$ cat src/rtl/gca_pkg.sv
// shared types and constants of the glyph cache atlas allocator
package gca_pkg;

    // widths of the item fields
    localparam int FACE_W   = 8;
    localparam int SIZE_W   = 8;
    localparam int CP_W     = 21;
    localparam int PIX_W    = 13;
    localparam int MET_W    = 16;
    localparam int KEY_W    = FACE_W + SIZE_W + CP_W;
    localparam int KROW_W   = KEY_W + 1;
    localparam int REC_W    = 4 * PIX_W + 3 * MET_W;
    localparam int IN_W     = 112;
    localparam int OUT_W    = 104;
    localparam int OUSER_W  = 4;
    // hash value before reduction: ((255*31+255)*31 + 0x1fffff) fits in 22 bits
    localparam int HASH_W   = 22;

    // configuration register map
    localparam int          CFG_ADDR_W      = 3;
    localparam logic [2:0]  ADDR_ATLAS_SIDE = 3'd0;
    localparam logic [12:0] ATLAS_SIDE_RST  = 13'd1024;

    typedef enum logic [2:0] {
        ST_HIT        = 3'd0,
        ST_MISS       = 3'd1,
        ST_STORED     = 3'd2,
        ST_TABLE_FULL = 3'd3,
        ST_ATLAS_FULL = 3'd4
    } t_status;

    typedef enum logic [1:0] {
        F_NONE = 2'd0,
        F_FREE = 2'd1,
        F_HIT  = 2'd2,
        F_FULL = 2'd3
    } t_found;

    typedef enum logic [3:0] {
        S_CLEAR,
        S_IDLE,
        S_HASH,
        S_REDUCE,
        S_PROBE_RD,
        S_PROBE_CHK,
        S_DECIDE,
        S_PLACE1,
        S_PLACE2,
        S_STORE,
        S_OUT
    } t_state;

    typedef struct packed {
        logic in_ready;
        logic clear;
        logic capture;
        logic hash;
        logic reduce;
        logic probe_init;
        logic probe_rd;
        logic probe_chk;
        logic decide;
        logic place1;
        logic place2;
        logic store;
        logic load_out;
    } t_cmd;

    typedef struct packed {
        logic clear_done;
        logic reduce_done;
        logic probe_end;
        logic found_hit;
        logic kind;
        logic empty;
        logic fits;
        logic out_free;
    } t_stat;

endpackage

$ cat src/rtl/gca_ctrl.sv
// sequencing state machine of the glyph cache
module gca_ctrl (
    input  logic          i_clk,
    input  logic          i_rst_n,
    input  logic          i_in_valid,
    input  gca_pkg::t_stat i_stat,
    output gca_pkg::t_cmd  o_cmd
);
    import gca_pkg::*;

    t_state r_state, n_state;

    always_ff @(posedge i_clk) begin
        if (!i_rst_n) begin
            r_state <= S_CLEAR;
        end else begin
            r_state <= n_state;
        end
    end

    always_comb begin
        n_state = r_state;
        o_cmd   = '0;
        case (r_state)
            S_CLEAR: begin
                o_cmd.clear = 1'b1;
                if (i_stat.clear_done) n_state = S_IDLE;
            end
            S_IDLE: begin
                o_cmd.in_ready = 1'b1;
                if (i_in_valid) begin
                    o_cmd.capture = 1'b1;
                    n_state       = S_HASH;
                end
            end
            S_HASH: begin
                o_cmd.hash = 1'b1;
                n_state    = S_REDUCE;
            end
            S_REDUCE: begin
                if (i_stat.reduce_done) begin
                    o_cmd.probe_init = 1'b1;
                    n_state          = S_PROBE_RD;
                end else begin
                    o_cmd.reduce = 1'b1;
                end
            end
            S_PROBE_RD: begin
                o_cmd.probe_rd = 1'b1;
                n_state        = S_PROBE_CHK;
            end
            S_PROBE_CHK: begin
                o_cmd.probe_chk = 1'b1;
                n_state = i_stat.probe_end ? S_DECIDE : S_PROBE_RD;
            end
            S_DECIDE: begin
                o_cmd.decide = 1'b1;
                if (i_stat.found_hit || !i_stat.kind) n_state = S_OUT;
                else if (i_stat.empty)                n_state = S_STORE;
                else                                  n_state = S_PLACE1;
            end
            S_PLACE1: begin
                o_cmd.place1 = 1'b1;
                n_state      = S_PLACE2;
            end
            S_PLACE2: begin
                o_cmd.place2 = 1'b1;
                n_state      = i_stat.fits ? S_STORE : S_OUT;
            end
            S_STORE: begin
                o_cmd.store = 1'b1;
                n_state     = S_OUT;
            end
            S_OUT: begin
                if (i_stat.out_free) begin
                    o_cmd.load_out = 1'b1;
                    n_state        = S_IDLE;
                end
            end
            default: n_state = S_CLEAR;
        endcase
    end
endmodule

$ cat config.mk
export PLATFORM = sky130hd
export DESIGN_NAME = gca_ctrl
export DESIGN_NICKNAME = d
export VERILOG_FILES = /design/src/rtl/gca_pkg.sv /design/src/rtl/gca_ctrl.sv
export SDC_FILE = /design/constraint.sdc
export NUM_CORES = 1
export LEC_CHECK = 0
export BUFFER_PORTS_ARGS = -buffer_cell sky130_fd_sc_hd__buf_2
export CAP_MARGIN = 10
export CORE_AREA = 2 2 39 41
export CTS_CLUSTER_DIAMETER = 80
export DETAILED_ROUTE_END_ITERATION = 7
export DIE_AREA = 0 0 41 43
export PLACE_DENSITY_LB_ADDON = 0.2
export SLEW_MARGIN = 20
export SYNTH_ARGS = -nofsm -noshare
export SYNTH_HDL_FRONTEND = slang
export SYNTH_SLANG_ARGS = --single-unit
$ cat constraint.sdc
create_clock -name i_clk -period 3 [get_ports i_clk]
set_input_delay 0.6 -clock i_clk [delete_from_list [all_inputs] [get_ports i_clk]]
set_output_delay 0.6 -clock i_clk [all_outputs]
set_load 0.1 [all_outputs]
==> impl_metrics.tcl <==
set metrics [dict create \
    grt_pass1_wl_um 1970 \
    m1WireLength_um 539 \
    yosysWarningCount 0 \
    cts_hold_buf 0 \
    period_share 0.806 \
    yosysSeqAreaShare 0.177 \
    arrival_ns 1.82 \
    gp_congestion 0.792 \
    placed_area_um2 573 \
    syn2layout_area_growth_pct 31.5 \
    criticalPathCategory "register to output port" \
    syn_inst 62 \
    cts_tree "yes" \
    clkSinkCount 4 \
    setup_viol 0 \
    diodes 0 \
    synth_cell_types 32 \
    multi_input_area_um2 347 \
    vias 505 \
    cts_made_buffers 3 \
    worstSetupEndpointType "output port" \
    largest_reg_flops 4 \
    path_max_fanout 17 \
    synth_area_leaders "dfxtp_1 18%, nor2_1 5.8%, nor3_1 5.5%, buf_6 5.0%, nand3b_1 5.0%" \
    drc 0 \
    p_leak_nw 0.278 \
    largestRegisters "r_state (4)" \
    overflow 0 \
    worst_pin_slew_ns 0.677 \
    ios 24 \
    cts_max_path_buffers 2 \
    clk_pin_slew_ns 0.04 \
    wl_um 1210 \
    antenna_found_initial 0 \
    met3_length_um 72 \
    syn_area_um2 453 \
    dp_slack_ns 0.823 \
    max_cap_viol_count 0 \
    status "complete, no violations" \
    worstPathRequired_ns 2.40 \
    ff_latch_area_um2 80.1 \
    post-route-util 0.430 \
    ctsResizeCount 0 \
    top_layer_used "met3" \
    synthArstFlopShare 0 \
    grt_usage 0.159 \
    post_cts.repair.setup_buffers 0 \
    regMostFlops "r_state" \
    first_pass_iters 6 \
    finalMaxSlewViolations 0 \
    dieWidth_um 41 \
    synth_area_leader_cell "dfxtp_1" \
    tns_ns 0 \
    cts_root_buffer "clkbuf_4" \
    rsz0062_at_grt "false" \
    min_path_type "input pin to register" \
    nets 95 \
    num_rows 14 \
    wire_per_inst_um 12.3 \
    die-area_um2 1760 \
    final_cell_area_um2 596 \
    ys_ff_latch 4 \
    htreeDepth 1 \
    fill_cells 148 \
    finalClockSkew_ns 0.000431 \
    via_per_inst 5.15 \
    powerDensity_nw_per_um2 646 \
    die_h_um 43 \
    grt_max_degree 19 \
    grt_pass1_vias 459 \
    ant_nets 0 \
    syn_nets 73 \
    avgSynthCellArea_um2 7.31 \
    critPathLaunchType "register" \
    start_util 0.327 \
    insertion_delay_ns 0.23 \
    synth_edf_count 0 \
    fmax_mhz 413 \
    fin_crit_ns 2.42 \
    layout-drive-gt1-share 0.427 \
    drt_first_iter_violations 6 \
    stdcell_count 98 \
    vdd_drop_max_mv 0.239 \
    maxSlewHeadroom 0.548 \
    dp_cells 95 \
    hpwlAfterDp_um 916 \
    finalHoldViolations 0 \
    ys.flop_type "dfxtp_1" \
    fin_ws_ns 0.582 \
    wl_met2_um 595 \
    port_buffers 23 \
    yosys.area.top_type_share 0.177 \
    core_um2 1380 \
]
==> worst paths after layout <==
kind	from	end	slack, ns	cells after the start
hold / removal	i_rst_n	r_state[1]$_SDFFE_PN0P_	0.61	2
hold reg to reg	r_state[0]$_SDFFE_PN0P_	r_state[0]$_SDFFE_PN0P_	0.76	2
setup / recovery	r_state[0]$_SDFFE_PN0P_	o_cmd[10]	0.58	4
setup reg to reg	r_state[0]$_SDFFE_PN0P_	r_state[1]$_SDFFE_PN0P_	1.31	4
==> cells by family (layout without fill, tap and decap cells) <==
family / after synthesis / count (layout) / synth area share
buffers and inverters: 9 / 29 / 0.122
muxes: 2 / 2 / 0.0442
AOI/OAI and AO/OA: 13 / 13 / 0.210
and+or+nand+nor: 34 / 34 / 0.448
DFF: 4 / 4 / 0.177
==> routing by layer <==
layer,GRT usage,vias to the layer above
li1,-,260
met1,0.209,230
met2,0.253,15
met3,0.0471,0
met4,0.0200,0
met5,0,-
==> synth_stat cells (2+ instances only) <==
cell type / number
inv_1: 3
nand3b_1: 3
nor3_1: 5
nand2b_1: 3
buf_2: 2
nand3_1: 2
nor2_1: 7
o21ai_0: 4
and2_1: 2
nand2_1: 4
dfxtp_1: 4
buf_6: 2
mux2i_1: 2
==> area by class of cell <==
cell class / count / share of cell area
Timing Repair Buffer: 23 / 0.193
Tap cell: 16 / 0.0336
Clock buffer: 3 / 0.0378
Sequential cell: 4 / 0.134
Multi-Input combinational cell: 49 / 0.582
Inverter: 3 / 0.0189
==> where the power goes <==
group	leakage, nW	total (mW)	switching [mW]	internal [mW]
logic	0.231	0.225	0.167	0.0579
clock network	0.0138	0.0645	0.0199	0.0446
registers	0.0326	0.0957	0.0351	0.0606
==> stage by stage <==
step	hold WS (ns)	power [mW]
after floorplan	0.603	0.297
after global placement	0.735	0.319
final	0.613	0.385
after global routing	0.618	0.411
after CTS	0.608	0.390
after detailed placement	0.747	0.321
==> critical path: stages, from the launching register on <==
cell and delay (ns):
dfxtp_1 0.75, nand2b_4 0.15, nor3_4 0.14, and2_1 0.14
buf_2 0.41
==> layout by cell type (no fill, tap or decap), types with 2 or more instances in the layout <==
cell type   n
clkbuf_4    3
o21ai_0     4
and2_1      2
nand3_1     2
nor2_1      7
dfxtp_1     4
nand3b_1    3
nand2_1     4
nor3_2      2
mux2i_1     2
inv_1       3
nor3_1      3
buf_2      23
nor4b_2     2
nand2b_1    3
No activity file was read; power rests on OpenSTA's default activity.
